==> src/hw/rtl/air_cp_enthalpy_interpolator_defines.svh <==
// assertion macros shared by the air cp / enthalpy interpolator rtl
`ifndef AIR_CP_ENTHALPY_INTERPOLATOR_DEFINES_SVH
`define AIR_CP_ENTHALPY_INTERPOLATOR_DEFINES_SVH

// same-cycle implication, disabled while reset is held
`define ACEI_ASSERT_IMP(label, clk, rst_n, ante, cons, msg) \
  label: assert property (@(posedge clk) disable iff (!rst_n) (ante) |-> (cons)) \
    else $error(msg);

// next-cycle implication, disabled while reset is held
`define ACEI_ASSERT_NXT(label, clk, rst_n, ante, cons, msg) \
  label: assert property (@(posedge clk) disable iff (!rst_n) (ante) |=> (cons)) \
    else $error(msg);

`endif

==> src/hw/rtl/acei_pkg.sv <==
// package: widths, codes, constants and rom tables of the air cp / enthalpy interpolator
package acei_pkg;

  // table geometry
  localparam int TABLE_ENTRIES = 32;
  localparam int ROM_ENTRIES   = 32;
  localparam int USED_ENTRIES  = (TABLE_ENTRIES > ROM_ENTRIES) ? ROM_ENTRIES :
                                 ((TABLE_ENTRIES < 2) ? 2 : TABLE_ENTRIES);
  localparam int LAST_ENTRY    = USED_ENTRIES - 1;
  localparam int IDX_W         = $clog2(ROM_ENTRIES);

  // port field widths
  localparam int T_W        = 16;
  localparam int CP_W       = 19;
  localparam int H_W        = 28;
  localparam int REGION_W   = 2;
  localparam int CFG_IDX_W  = 2;
  localparam int CFG_DATA_W = 16;

  // internal widths
  localparam int CP_INT_W   = 11;
  localparam int CP_FRAC_W  = 8;
  localparam int H_ROM_W    = 24;
  localparam int FRAC_BITS  = 20;
  localparam int PROD_W     = 2 * T_W;
  localparam int IDXF_W     = PROD_W - FRAC_BITS;
  localparam int LIN_W      = T_W + CP_INT_W;
  localparam int X_W        = 20;
  localparam int QUAD_W     = 36;

  // region codes
  typedef logic [REGION_W-1:0] region_t;
  localparam region_t REGION_BELOW = 2'd0;
  localparam region_t REGION_TABLE = 2'd1;
  localparam region_t REGION_ABOVE = 2'd2;

  // configuration register indexes
  typedef logic [CFG_IDX_W-1:0] cfg_idx_t;
  localparam cfg_idx_t CFG_TABLE_START  = 2'd0;
  localparam cfg_idx_t CFG_INVERSE_STEP = 2'd1;
  localparam cfg_idx_t CFG_UPPER        = 2'd2;

  // configuration reset values
  localparam logic [CFG_DATA_W-1:0] TABLE_START_RESET  = 16'd4400;
  localparam logic [CFG_DATA_W-1:0] INVERSE_STEP_RESET = 16'd2621;
  localparam logic [CFG_DATA_W-1:0] UPPER_RESET        = 16'd16800;

  // cp table in whole J/(kg K); the Q.8 value is this shifted left by eight
  typedef logic [CP_INT_W-1:0] cp_int_t;
  localparam cp_int_t CP_ROM [ROM_ENTRIES] = '{
    11'd1005, 11'd1006, 11'd1007, 11'd1009, 11'd1012, 11'd1015, 11'd1018, 11'd1022,
    11'd1024, 11'd1031, 11'd1036, 11'd1041, 11'd1046, 11'd1051, 11'd1057, 11'd1063,
    11'd1069, 11'd1075, 11'd1080, 11'd1086, 11'd1092, 11'd1098, 11'd1104, 11'd1109,
    11'd1115, 11'd1120, 11'd1126, 11'd1131, 11'd1136, 11'd1141, 11'd1146, 11'd1150
  };

  // enthalpy table in Q.4 J/kg
  typedef logic [H_ROM_W-1:0] h_rom_t;
  localparam h_rom_t H_ROM [ROM_ENTRIES] = '{
    24'd0,        24'd402200,   24'd804800,   24'd1208000,  24'd1612200,  24'd2017600,
    24'd2424200,  24'd2832200,  24'd3241400,  24'd3652400,  24'd4065800,  24'd4481200,
    24'd4898600,  24'd5318000,  24'd5739600,  24'd6163600,  24'd6590000,  24'd7018800,
    24'd7449800,  24'd7883000,  24'd8318600,  24'd8756600,  24'd9197000,  24'd9639600,
    24'd10084400, 24'd10531400, 24'd10980600, 24'd11432000, 24'd11885400, 24'd12340800,
    24'd12798200, 24'd13257400
  };

  localparam cp_int_t CP_FIRST = CP_ROM[0];
  localparam cp_int_t CP_LAST  = CP_ROM[LAST_ENTRY];
  localparam h_rom_t  H_LAST   = H_ROM[LAST_ENTRY];

  // cp slope above the table: round(d * 11 / 5000)
  localparam int CP_SLOPE_MUL    = 11;
  localparam int CP_SLOPE_ROUND  = 2500;
  localparam int CP_RECIP_W      = 20;
  localparam int CP_RECIP_SHIFT  = 32;
  localparam logic [CP_RECIP_W-1:0] CP_RECIP = 20'd858994;  // ceil(2^32 / 5000)
  localparam int QCP_W           = X_W + CP_RECIP_W - CP_RECIP_SHIFT;

  // quadratic enthalpy term: floor((11 * d^2 + 1280000) / 2560000)
  localparam int H_QUAD_MUL      = 11;
  localparam int H_QUAD_ROUND    = 1280000;
  localparam int H_PRESHIFT      = 12;                      // 2560000 = 2^12 * 625
  localparam int YQ_W            = QUAD_W - H_PRESHIFT;
  localparam int H_RECIP_W       = 25;
  localparam int H_RECIP_SHIFT   = 34;
  localparam logic [H_RECIP_W-1:0] H_RECIP = 25'd27487791;  // ceil(2^34 / 625)
  localparam int QH_W            = YQ_W + H_RECIP_W - H_RECIP_SHIFT;

  // enthalpy saturation below the table
  localparam int H_NEG_LIMIT = 8388608;
  localparam logic signed [H_W-1:0] H_MIN = H_W'(-H_NEG_LIMIT);

endpackage

==> src/hw/rtl/acei_ifs.sv <==
// channel interfaces of the air cp / enthalpy interpolator

// temperature transaction channel
interface acei_in_if;
  logic                      valid;
  logic                      ready;
  logic [acei_pkg::T_W-1:0]  temperature_q4;
  modport source (output valid, output temperature_q4, input ready);
  modport sink   (input valid, input temperature_q4, output ready);
endinterface

// result transaction channel
interface acei_out_if;
  logic                            valid;
  logic                            ready;
  logic [acei_pkg::CP_W-1:0]       heat_capacity_q8;
  logic signed [acei_pkg::H_W-1:0] enthalpy_q4;
  logic [acei_pkg::REGION_W-1:0]   region;
  modport source (output valid, output heat_capacity_q8, output enthalpy_q4,
                  output region, input ready);
  modport sink   (input valid, input heat_capacity_q8, input enthalpy_q4,
                  input region, output ready);
endinterface

// configuration write channel
interface acei_cfg_if;
  logic                              valid;
  logic                              ready;
  logic [acei_pkg::CFG_IDX_W-1:0]    index;
  logic [acei_pkg::CFG_DATA_W-1:0]   data;
  modport source (output valid, output index, output data, input ready);
  modport sink   (input valid, input index, input data, output ready);
endinterface

==> src/hw/rtl/air_cp_enthalpy_interpolator.sv <==
// top level: five-stage pipelined cp / enthalpy table interpolator
//
//   channel  dir  handshake          payload
//   in_ch    in   valid / ready      temperature_q4 (Q12.4 K)
//   out_ch   out  valid / ready      heat_capacity_q8, enthalpy_q4, region
//   cfg_ch   in   valid / ready (=1) index, data
//
// one transaction per cycle sustained while the output is not stalled; the stages are
// region select, main multiply, table read / reciprocal multiply, interpolation
// multiply and final add. rst_n is synchronous, clears the valid bits and reloads the
// configuration registers. a stalled output freezes every stage together, so in_ch.ready
// follows out_ch.ready whenever the output register is full.

`include "air_cp_enthalpy_interpolator_defines.svh"

module air_cp_enthalpy_interpolator (
  input  logic         clk,
  input  logic         rst_n,
  acei_in_if.sink      in_ch,
  acei_out_if.source   out_ch,
  acei_cfg_if.sink     cfg_ch
);

  // configuration registers
  logic [acei_pkg::CFG_DATA_W-1:0] start_r;
  logic [acei_pkg::CFG_DATA_W-1:0] inv_step_r;
  logic [acei_pkg::CFG_DATA_W-1:0] upper_r;

  assign cfg_ch.ready = 1'b1;

  always_ff @(posedge clk) begin
    if (!rst_n) begin
      start_r    <= acei_pkg::TABLE_START_RESET;
      inv_step_r <= acei_pkg::INVERSE_STEP_RESET;
      upper_r    <= acei_pkg::UPPER_RESET;
    end else if (cfg_ch.valid) begin
      unique case (cfg_ch.index)
        acei_pkg::CFG_TABLE_START:  start_r    <= cfg_ch.data;
        acei_pkg::CFG_INVERSE_STEP: inv_step_r <= cfg_ch.data;
        acei_pkg::CFG_UPPER:        upper_r    <= cfg_ch.data;
        default: ;
      endcase
    end
  end

  // global pipeline advance
  logic pipe_en;
  logic out_valid_r;
  assign pipe_en     = !out_valid_r || out_ch.ready;
  assign in_ch.ready = pipe_en;

  // valid bits
  logic s1_valid_r, s2_valid_r, s3_valid_r, s4_valid_r;

  always_ff @(posedge clk) begin
    if (!rst_n) begin
      s1_valid_r  <= 1'b0;
      s2_valid_r  <= 1'b0;
      s3_valid_r  <= 1'b0;
      s4_valid_r  <= 1'b0;
      out_valid_r <= 1'b0;
    end else if (pipe_en) begin
      s1_valid_r  <= in_ch.valid;
      s2_valid_r  <= s1_valid_r;
      s3_valid_r  <= s2_valid_r;
      s4_valid_r  <= s3_valid_r;
      out_valid_r <= s4_valid_r;
    end
  end

  // stage 1: region select and temperature offset
  acei_pkg::region_t                s1_region_r, s1_region_nxt;
  logic [acei_pkg::T_W-1:0]         s1_delta_r, s1_delta_nxt;

  always_comb begin
    if (in_ch.temperature_q4 < start_r) begin
      s1_region_nxt = acei_pkg::REGION_BELOW;
      s1_delta_nxt  = start_r - in_ch.temperature_q4;
    end else if (in_ch.temperature_q4 >= upper_r) begin
      s1_region_nxt = acei_pkg::REGION_ABOVE;
      s1_delta_nxt  = in_ch.temperature_q4 - upper_r;
    end else begin
      s1_region_nxt = acei_pkg::REGION_TABLE;
      s1_delta_nxt  = in_ch.temperature_q4 - start_r;
    end
  end

  always_ff @(posedge clk) begin
    if (pipe_en) begin
      s1_region_r <= s1_region_nxt;
      s1_delta_r  <= s1_delta_nxt;
    end
  end

  // stage 2: grid position (delta * inverse step) or delta squared, plus linear terms
  acei_pkg::region_t                s2_region_r;
  logic [acei_pkg::PROD_W-1:0]      s2_prod_r, s2_prod_nxt;
  logic [acei_pkg::LIN_W-1:0]       s2_lin_r, s2_lin_nxt;
  logic [acei_pkg::X_W-1:0]         s2_x_r, s2_x_nxt;
  logic [acei_pkg::T_W-1:0]         s2_opb;
  acei_pkg::cp_int_t                s2_lin_coef;

  always_comb begin
    s2_opb      = (s1_region_r == acei_pkg::REGION_TABLE) ? inv_step_r : s1_delta_r;
    s2_lin_coef = (s1_region_r == acei_pkg::REGION_BELOW) ? acei_pkg::CP_FIRST
                                                          : acei_pkg::CP_LAST;
    s2_prod_nxt = acei_pkg::PROD_W'(s1_delta_r) * acei_pkg::PROD_W'(s2_opb);
    s2_lin_nxt  = acei_pkg::LIN_W'(s1_delta_r) * acei_pkg::LIN_W'(s2_lin_coef);
    s2_x_nxt    = acei_pkg::X_W'(s1_delta_r) * acei_pkg::X_W'(acei_pkg::CP_SLOPE_MUL)
                + acei_pkg::X_W'(acei_pkg::CP_SLOPE_ROUND);
  end

  always_ff @(posedge clk) begin
    if (pipe_en) begin
      s2_region_r <= s1_region_r;
      s2_prod_r   <= s2_prod_nxt;
      s2_lin_r    <= s2_lin_nxt;
      s2_x_r      <= s2_x_nxt;
    end
  end

  // stage 3: table read, cp slope quotient, enthalpy quadratic numerator
  acei_pkg::region_t                 s3_region_r;
  logic [acei_pkg::FRAC_BITS-1:0]    s3_frac_r;
  acei_pkg::cp_int_t                 s3_cp0_r, s3_cp0_nxt;
  acei_pkg::cp_int_t                 s3_cpd_r, s3_cpd_nxt;
  acei_pkg::h_rom_t                  s3_h0_r, s3_h0_nxt;
  acei_pkg::h_rom_t                  s3_hd_r, s3_hd_nxt;
  logic [acei_pkg::QCP_W-1:0]        s3_qcp_r;
  logic [acei_pkg::YQ_W-1:0]         s3_yq_r;
  logic [acei_pkg::LIN_W-1:0]        s3_lin_r;
  logic [acei_pkg::IDXF_W-1:0]       s3_idx;
  logic [acei_pkg::IDX_W-1:0]        s3_i0, s3_i1;
  logic                              s3_past;
  logic [acei_pkg::X_W+acei_pkg::CP_RECIP_W-1:0] s3_cpq_prod;
  logic [acei_pkg::QUAD_W-1:0]       s3_quad;

  always_comb begin
    s3_idx  = s2_prod_r[acei_pkg::PROD_W-1:acei_pkg::FRAC_BITS];
    s3_past = s3_idx >= acei_pkg::IDXF_W'(acei_pkg::LAST_ENTRY);
    s3_i0   = s3_idx[acei_pkg::IDX_W-1:0];
    s3_i1   = s3_i0 + acei_pkg::IDX_W'(1);
    // past the usable grid: hold the last entry with no slope
    if (s3_past) begin
      s3_cp0_nxt = acei_pkg::CP_LAST;
      s3_cpd_nxt = '0;
      s3_h0_nxt  = acei_pkg::H_LAST;
      s3_hd_nxt  = '0;
    end else begin
      s3_cp0_nxt = acei_pkg::CP_ROM[s3_i0];
      s3_cpd_nxt = acei_pkg::CP_ROM[s3_i1] - acei_pkg::CP_ROM[s3_i0];
      s3_h0_nxt  = acei_pkg::H_ROM[s3_i0];
      s3_hd_nxt  = acei_pkg::H_ROM[s3_i1] - acei_pkg::H_ROM[s3_i0];
    end
    s3_cpq_prod = (acei_pkg::X_W + acei_pkg::CP_RECIP_W)'(s2_x_r)
                * (acei_pkg::X_W + acei_pkg::CP_RECIP_W)'(acei_pkg::CP_RECIP);
    s3_quad     = acei_pkg::QUAD_W'(s2_prod_r) * acei_pkg::QUAD_W'(acei_pkg::H_QUAD_MUL)
                + acei_pkg::QUAD_W'(acei_pkg::H_QUAD_ROUND);
  end

  always_ff @(posedge clk) begin
    if (pipe_en) begin
      s3_region_r <= s2_region_r;
      s3_frac_r   <= s2_prod_r[acei_pkg::FRAC_BITS-1:0];
      s3_cp0_r    <= s3_cp0_nxt;
      s3_cpd_r    <= s3_cpd_nxt;
      s3_h0_r     <= s3_h0_nxt;
      s3_hd_r     <= s3_hd_nxt;
      s3_qcp_r    <= s3_cpq_prod[acei_pkg::X_W+acei_pkg::CP_RECIP_W-1:acei_pkg::CP_RECIP_SHIFT];
      s3_yq_r     <= s3_quad[acei_pkg::QUAD_W-1:acei_pkg::H_PRESHIFT];
      s3_lin_r    <= s2_lin_r;
    end
  end

  // stage 4: interpolation products with half-up rounding, enthalpy quadratic quotient
  localparam int CP_PROD_W  = acei_pkg::FRAC_BITS + acei_pkg::CP_INT_W;
  localparam int CP_SHIFT   = acei_pkg::FRAC_BITS - acei_pkg::CP_FRAC_W;
  localparam int H_PROD_W   = acei_pkg::FRAC_BITS + acei_pkg::H_ROM_W;
  localparam int QH_PROD_W  = acei_pkg::YQ_W + acei_pkg::H_RECIP_W;

  acei_pkg::region_t                 s4_region_r;
  acei_pkg::cp_int_t                 s4_cp0_r;
  acei_pkg::h_rom_t                  s4_h0_r;
  logic [acei_pkg::LIN_W-1:0]        s4_lin_r;
  logic [acei_pkg::CP_W-1:0]         s4_cp_inc_r, s4_cp_inc_nxt;
  acei_pkg::h_rom_t                  s4_h_inc_r, s4_h_inc_nxt;
  logic [CP_PROD_W:0]                s4_cp_sum;
  logic [H_PROD_W:0]                 s4_h_sum;
  logic [QH_PROD_W-1:0]              s4_qh_prod;

  always_comb begin
    s4_cp_sum  = (CP_PROD_W + 1)'(s3_frac_r) * (CP_PROD_W + 1)'(s3_cpd_r)
               + ((CP_PROD_W + 1)'(1) << (CP_SHIFT - 1));
    s4_h_sum   = (H_PROD_W + 1)'(s3_frac_r) * (H_PROD_W + 1)'(s3_hd_r)
               + ((H_PROD_W + 1)'(1) << (acei_pkg::FRAC_BITS - 1));
    s4_qh_prod = QH_PROD_W'(s3_yq_r) * QH_PROD_W'(acei_pkg::H_RECIP);
    if (s3_region_r == acei_pkg::REGION_TABLE) begin
      s4_cp_inc_nxt = s4_cp_sum[CP_SHIFT+acei_pkg::CP_W-1:CP_SHIFT];
      s4_h_inc_nxt  = s4_h_sum[acei_pkg::FRAC_BITS+acei_pkg::H_ROM_W-1:acei_pkg::FRAC_BITS];
    end else begin
      s4_cp_inc_nxt = acei_pkg::CP_W'(s3_qcp_r);
      s4_h_inc_nxt  = acei_pkg::H_ROM_W'(s4_qh_prod[QH_PROD_W-1:acei_pkg::H_RECIP_SHIFT]);
    end
  end

  always_ff @(posedge clk) begin
    if (pipe_en) begin
      s4_region_r <= s3_region_r;
      s4_cp0_r    <= s3_cp0_r;
      s4_h0_r     <= s3_h0_r;
      s4_lin_r    <= s3_lin_r;
      s4_cp_inc_r <= s4_cp_inc_nxt;
      s4_h_inc_r  <= s4_h_inc_nxt;
    end
  end

  // stage 5: final sums per region into the output register
  logic [acei_pkg::CP_W-1:0]         out_cp_r, out_cp_nxt;
  logic signed [acei_pkg::H_W-1:0]   out_h_r, out_h_nxt;
  acei_pkg::region_t                 out_region_r;

  always_comb begin
    unique case (s4_region_r)
      acei_pkg::REGION_BELOW: begin
        out_cp_nxt = {acei_pkg::CP_FIRST, {acei_pkg::CP_FRAC_W{1'b0}}};
        if (s4_lin_r > acei_pkg::LIN_W'(acei_pkg::H_NEG_LIMIT)) begin
          out_h_nxt = acei_pkg::H_MIN;
        end else begin
          out_h_nxt = -$signed(acei_pkg::H_W'(s4_lin_r));
        end
      end
      acei_pkg::REGION_TABLE: begin
        out_cp_nxt = {s4_cp0_r, {acei_pkg::CP_FRAC_W{1'b0}}} + s4_cp_inc_r;
        out_h_nxt  = $signed(acei_pkg::H_W'(s4_h0_r) + acei_pkg::H_W'(s4_h_inc_r));
      end
      acei_pkg::REGION_ABOVE: begin
        out_cp_nxt = {acei_pkg::CP_LAST, {acei_pkg::CP_FRAC_W{1'b0}}} + s4_cp_inc_r;
        out_h_nxt  = $signed(acei_pkg::H_W'(acei_pkg::H_LAST) + acei_pkg::H_W'(s4_lin_r)
                             + acei_pkg::H_W'(s4_h_inc_r));
      end
      default: begin
        out_cp_nxt = '0;
        out_h_nxt  = '0;
      end
    endcase
  end

  always_ff @(posedge clk) begin
    if (pipe_en) begin
      out_cp_r     <= out_cp_nxt;
      out_h_r      <= out_h_nxt;
      out_region_r <= s4_region_r;
    end
  end

  assign out_ch.valid            = out_valid_r;
  assign out_ch.heat_capacity_q8 = out_cp_r;
  assign out_ch.enthalpy_q4      = out_h_r;
  assign out_ch.region           = out_region_r;

  // checks
  `ACEI_ASSERT_NXT(a_accept_fills_s1, clk, rst_n,
                   in_ch.valid && in_ch.ready, s1_valid_r,
                   "accepted transaction missing from stage one")
  `ACEI_ASSERT_NXT(a_stall_freezes_s4, clk, rst_n, !pipe_en,
                   $stable(s4_valid_r) && $stable(s4_cp_inc_r) && $stable(s4_region_r),
                   "stage four moved during a stall")
  `ACEI_ASSERT_IMP(a_below_not_positive, clk, rst_n,
                   out_valid_r && (out_region_r == acei_pkg::REGION_BELOW),
                   out_h_r <= $signed(acei_pkg::H_W'(0)),
                   "positive enthalpy below the table")
  `ACEI_ASSERT_IMP(a_above_cp_floor, clk, rst_n,
                   out_valid_r && (out_region_r == acei_pkg::REGION_ABOVE),
                   out_cp_r >= {acei_pkg::CP_LAST, {acei_pkg::CP_FRAC_W{1'b0}}},
                   "cp under last entry above the table")

endmodule
==> src/flat_wrapper.sv <==
// flat-port wrapper written by rule: the top's interface ports become plain ports
module air_cp_enthalpy_interpolator_flat 
  (clk, rst_n, in_ch_valid, in_ch_temperature_q4, in_ch_ready, out_ch_valid, out_ch_heat_capacity_q8, out_ch_enthalpy_q4, out_ch_region, out_ch_ready, cfg_ch_valid, cfg_ch_index, cfg_ch_data, cfg_ch_ready);
  acei_in_if in_ch_i ();
  acei_out_if out_ch_i ();
  acei_cfg_if cfg_ch_i ();
  input  logic clk;
  input  logic rst_n;
  input wire logic [$bits(in_ch_i.valid)-1:0] in_ch_valid;
  input wire logic [$bits(in_ch_i.temperature_q4)-1:0] in_ch_temperature_q4;
  output wire logic [$bits(in_ch_i.ready)-1:0] in_ch_ready;
  output wire logic [$bits(out_ch_i.valid)-1:0] out_ch_valid;
  output wire logic [$bits(out_ch_i.heat_capacity_q8)-1:0] out_ch_heat_capacity_q8;
  output wire logic [$bits(out_ch_i.enthalpy_q4)-1:0] out_ch_enthalpy_q4;
  output wire logic [$bits(out_ch_i.region)-1:0] out_ch_region;
  input wire logic [$bits(out_ch_i.ready)-1:0] out_ch_ready;
  input wire logic [$bits(cfg_ch_i.valid)-1:0] cfg_ch_valid;
  input wire logic [$bits(cfg_ch_i.index)-1:0] cfg_ch_index;
  input wire logic [$bits(cfg_ch_i.data)-1:0] cfg_ch_data;
  output wire logic [$bits(cfg_ch_i.ready)-1:0] cfg_ch_ready;
  assign in_ch_i.valid = in_ch_valid;
  assign in_ch_i.temperature_q4 = in_ch_temperature_q4;
  assign in_ch_ready = in_ch_i.ready;
  assign out_ch_valid = out_ch_i.valid;
  assign out_ch_heat_capacity_q8 = out_ch_i.heat_capacity_q8;
  assign out_ch_enthalpy_q4 = out_ch_i.enthalpy_q4;
  assign out_ch_region = out_ch_i.region;
  assign out_ch_i.ready = out_ch_ready;
  assign cfg_ch_i.valid = cfg_ch_valid;
  assign cfg_ch_i.index = cfg_ch_index;
  assign cfg_ch_i.data = cfg_ch_data;
  assign cfg_ch_ready = cfg_ch_i.ready;
  air_cp_enthalpy_interpolator u_core (.clk(clk), .rst_n(rst_n), .in_ch(in_ch_i), .out_ch(out_ch_i), .cfg_ch(cfg_ch_i));
endmodule
==> config.mk <==
export PLATFORM = sky130hd
export DESIGN_NAME = air_cp_enthalpy_interpolator_flat
export DESIGN_NICKNAME = d
export VERILOG_FILES = /design/src/hw/rtl/acei_pkg.sv /design/src/hw/rtl/acei_ifs.sv /design/src/hw/rtl/air_cp_enthalpy_interpolator.sv /design/src/flat_wrapper.sv
export VERILOG_INCLUDE_DIRS = /design/src /design/src/hw/rtl
export SDC_FILE = /design/constraint.sdc
export NUM_CORES = 2
export LEC_CHECK = 0
export ABC_AREA = 1
export BUFFER_PORTS_ARGS = -buffer_cell sky130_fd_sc_hd__buf_2
export CORE_MARGIN = 10
export CORE_UTILIZATION = 60
export DETAILED_ROUTE_END_ITERATION = 7
export PLACE_DENSITY = 0.76
export RECOVER_POWER = 25
export SYNTH_ARGS = -nofsm -noshare
export SYNTH_HDL_FRONTEND = slang
export SYNTH_SLANG_ARGS = --single-unit
==> constraint.sdc <==
create_clock -name clk -period 34.7 [get_ports clk]
set_clock_uncertainty 0.2 [all_clocks]
set_input_delay 6.94 -clock clk [delete_from_list [all_inputs] [get_ports clk]]
set_output_delay 6.94 -clock clk [all_outputs]
set_load 0.005 [all_outputs]
==> impl_metrics.py <==
metrics = {
    "outcome": {
        "status": "finished, violations left",
        "failed_checks": "design-rule violations, max-capacitance violations, max-slew violations",
    },
    "critical_path": {
        "worstPathMaxFanout": 93,
        "cpMostUsedCell": "buf_2",
        "crit_path_start": "out_ch_ready",
        "cp-start-kind": "input port",
        "endpoint": "in_ch_ready",
        "crit_family": "buffers and inverters",
        "max_stage_delay_ps": 460,
        "cp.required_ps": 27560,
        "cp_slowest_cell": "nor2_1",
        "criticalPathCategory": "input port to output port",
        "worstPathArrival_ps": 8150,
        "worstPathCellList": "buf_2, nor2_1, inv_8, buf_2",
        "path_depth": 4,
        "rr_worst_depth": 27,
        "reg2reg_slack_ps": 26050,
        "reg2reg_from": "u_core.s1_region_r[1]$_SDFFCE_PP0P_",
        "r2r_end": "u_core.s2_prod_r[27]$_DFFE_PP_",
        "cp_num_buf_inv": 3,
        "worstSetupEndpointType": "output port",
    },
    "timing": {
        "setup_viol": 0,
        "rsz0062_at_grt": "no",
        "hold_viol": 0,
        "drv_slew": 99,
        "slew_headroom": -0.134,
        "setup_tns_ps": 0,
        "tightest_slew_ps": 1700,
        "fmaxAchievable_mhz": 65.4,
        "worst_slack_ps": 19410,
        "fin_crit_ps": 15290,
        "fin_crit_sh": 0.441,
    },
    "synth": {
        "synthFlopType": "edfxtp_1",
        "synthesis.area_mm2": 0.0848,
        "synth_cells": 10440,
        "synth_warnings": 0,
        "yosysSeqAreaShare": 0.152,
        "synth_top_area_cell": "fa_1",
        "syn_area_per_cell_um2": 8.12,
        "synthArstFlopShare": 0,
        "synth_seq_cells": 446,
        "synth_cell_types": 71,
        "synth_area_leaders": "fa_1 29%, ha_1 17%, edfxtp_1 14%",
        "synth-edff-count": 393,
        "synth_most_common_cell": "inv_1",
        "yosys-top-cells-count": "2696 x inv_1, 1999 x nand2_1, 1249 x fa_1",
        "synthDominantCellAreaShare": 0.295,
    },
    "grt": {
        "grt_first_pass_wirelength_mm": 389,
        "grt_pass1_vias": 70924,
        "grt_max_degree": 186,
        "track_usage": 0.314,
        "grt_overflow_total": 0,
        "antenna_found_initial": 10,
    },
    "clock_network": {
        "cts_buffers": 54,
        "cts-root-buf": "clkbuf_16",
        "clk_path_buf_depth": 3,
        "cts_max_level": 2,
        "cts_tree": "yes",
        "cts_setup_buffers": 0,
        "path_clk_slew_ps": 60,
        "cts_resized": 0,
        "clock_latency_ps": 660,
        "ctsHoldBuffers": 0,
        "clock_sinks": 446,
    },
    "die": {
        "rows": 137,
        "start_util": 0.606,
        "core_area_mm2": 0.140,
        "die-area_mm2": 0.157,
        "die_w_um": 396,
        "ios": 91,
        "die_height_um": 396,
    },
    "cells_and_area": {
        "design_area_mm2": 0.0889,
        "drive_gt1_frac": 0.0302,
        "area_delta_synth_final_pct": 4.88,
        "fin_nets": 12836,
    },
    "placement": {
        "gp_congestion": 1.02,
        "pre_cts_ws_ps": 19400,
        "hpwl_mm": 208,
        "port_buffers": 89,
        "placed_area_mm2": 0.0872,
    },
    "worst_hold_path": {
        "hp-class": "register to register",
        "worstHoldPathCells": 0,
    },
    "routing": {
        "dr.pass1.iters": 8,
        "route.final.wire_length_mm": 247,
        "drc": 2,
        "post_drt_wl_per_cell_um": 20.0,
        "detail-route-antenna-nets": 0,
        "num_vias": 68509,
        "vias_per_cell": 5.55,
        "drtIter0Drc": 5380,
    },
    "flow_run": {
        "drv_cap": 5,
    },
}
registers in the layout, summed over array words and instances, names as in the netlist, 19 cells and up:
name,count
u_core.out_ch.enthalpy_q4,28
u_core.out_ch.heat_capacity_q8,19
u_core.s2_lin_r,27
u_core.s2_prod_r,32
u_core.s2_x_r,20
u_core.s3_frac_r,20
u_core.s3_h0_r,21
u_core.s3_hd_r,21
u_core.s3_lin_r,27
u_core.s3_yq_r,24
u_core.s4_cp_inc_r,19
u_core.s4_h0_r,21
u_core.s4_h_inc_r,24
u_core.s4_lin_r,27
kinds of logic (layout without fill, tap and decap cells):
kind of cell | Yosys count | count (layout) | share of synthesized area
AOI/OAI and AO/OA | 1188 | 1188 | 0.0797
xor gates and xnor gates | 163 | 163 | 0.0168
adders and majority gates | 2378 | 2378 | 0.461
buffers and inverters | 2953 | 2972 | 0.132
DFF | 446 | 446 | 0.152
other | 2 | 8 | 0.0000886
and+or+nand+nor | 3310 | 3310 | 0.158
how the worst min path moves through the flow:
stage                                    start                              end
2_1_floorplan     u_core.s2_lin_r[0]$_DFFE_PP_     u_core.s3_lin_r[0]$_DFFE_PP_
3_3_place_gp     u_core.s2_lin_r[12]$_DFFE_PP_    u_core.s3_lin_r[12]$_DFFE_PP_
3_5_place_dp     u_core.s3_lin_r[18]$_DFFE_PP_    u_core.s4_lin_r[18]$_DFFE_PP_
4_1_cts        u_core.s2_region_r[0]$_DFFE_PP_  u_core.s3_region_r[0]$_DFFE_PP_
5_1_grt          u_core.s2_lin_r[12]$_DFFE_PP_    u_core.s3_lin_r[12]$_DFFE_PP_
6_report          u_core.s3_lin_r[4]$_DFFE_PP_     u_core.s4_lin_r[4]$_DFFE_PP_
cell usage in the layout (no fill, tap or decap), types with 20 or more instances in the layout:
cell type / n
a21o_1: 54
a21oi_1: 500
a31oi_1: 34
buf_2: 89
buf_4: 56
clkbuf_16: 58
dfxtp_1: 53
edfxtp_1: 393
fa_1: 1249
ha_1: 1129
inv_1: 2696
nand2_1: 1999
nand3_1: 299
nand3b_1: 31
nand4_1: 42
nor2_1: 772
nor3_1: 67
nor4_1: 20
o211ai_1: 41
o21a_1: 24
o21ai_0: 381
o21bai_1: 46
or2_2: 33
xnor2_1: 49
xor2_1: 114
layout make-up:
| class | count | area [um2] |
|---|---|---|
| diodes | 2 | 5.00 |
| clock buffers | 65 | 1490 |
| clock inverters | 35 | 379 |
| fillers | 12205 | 51100 |
| inverters | 2718 | 10200 |
| multi-input cells | 7045 | 60700 |
| flip-flops and latches | 446 | 12900 |
| well taps | 1876 | 2350 |
| repair buffers | 154 | 916 |
metrics by stage:
stage | std cells | hold slack (ps) | utilization
floorplan | 10444 | 200 | -
global placement | 12239 | 201 | 0.622
detailed placement | 12239 | 205 | 0.622
CTS | 12339 | 214 | 0.636
global route | 12339 | 225 | 0.635
finish | 12341 | 213 | 0.635
per-layer routing:
layer	vias to the layer above	GRT usage	part of all wire
li1	31960	-	-
met1	33247	0.411	0.41
met2	2705	0.514	0.46
met3	595	0.0607	0.087
met4	2	0.122	0.045
met5	-	0	0.000053
Power is not shown: default switching activity piles up to over one toggle a cycle in this logic, so the estimate is an artifact.
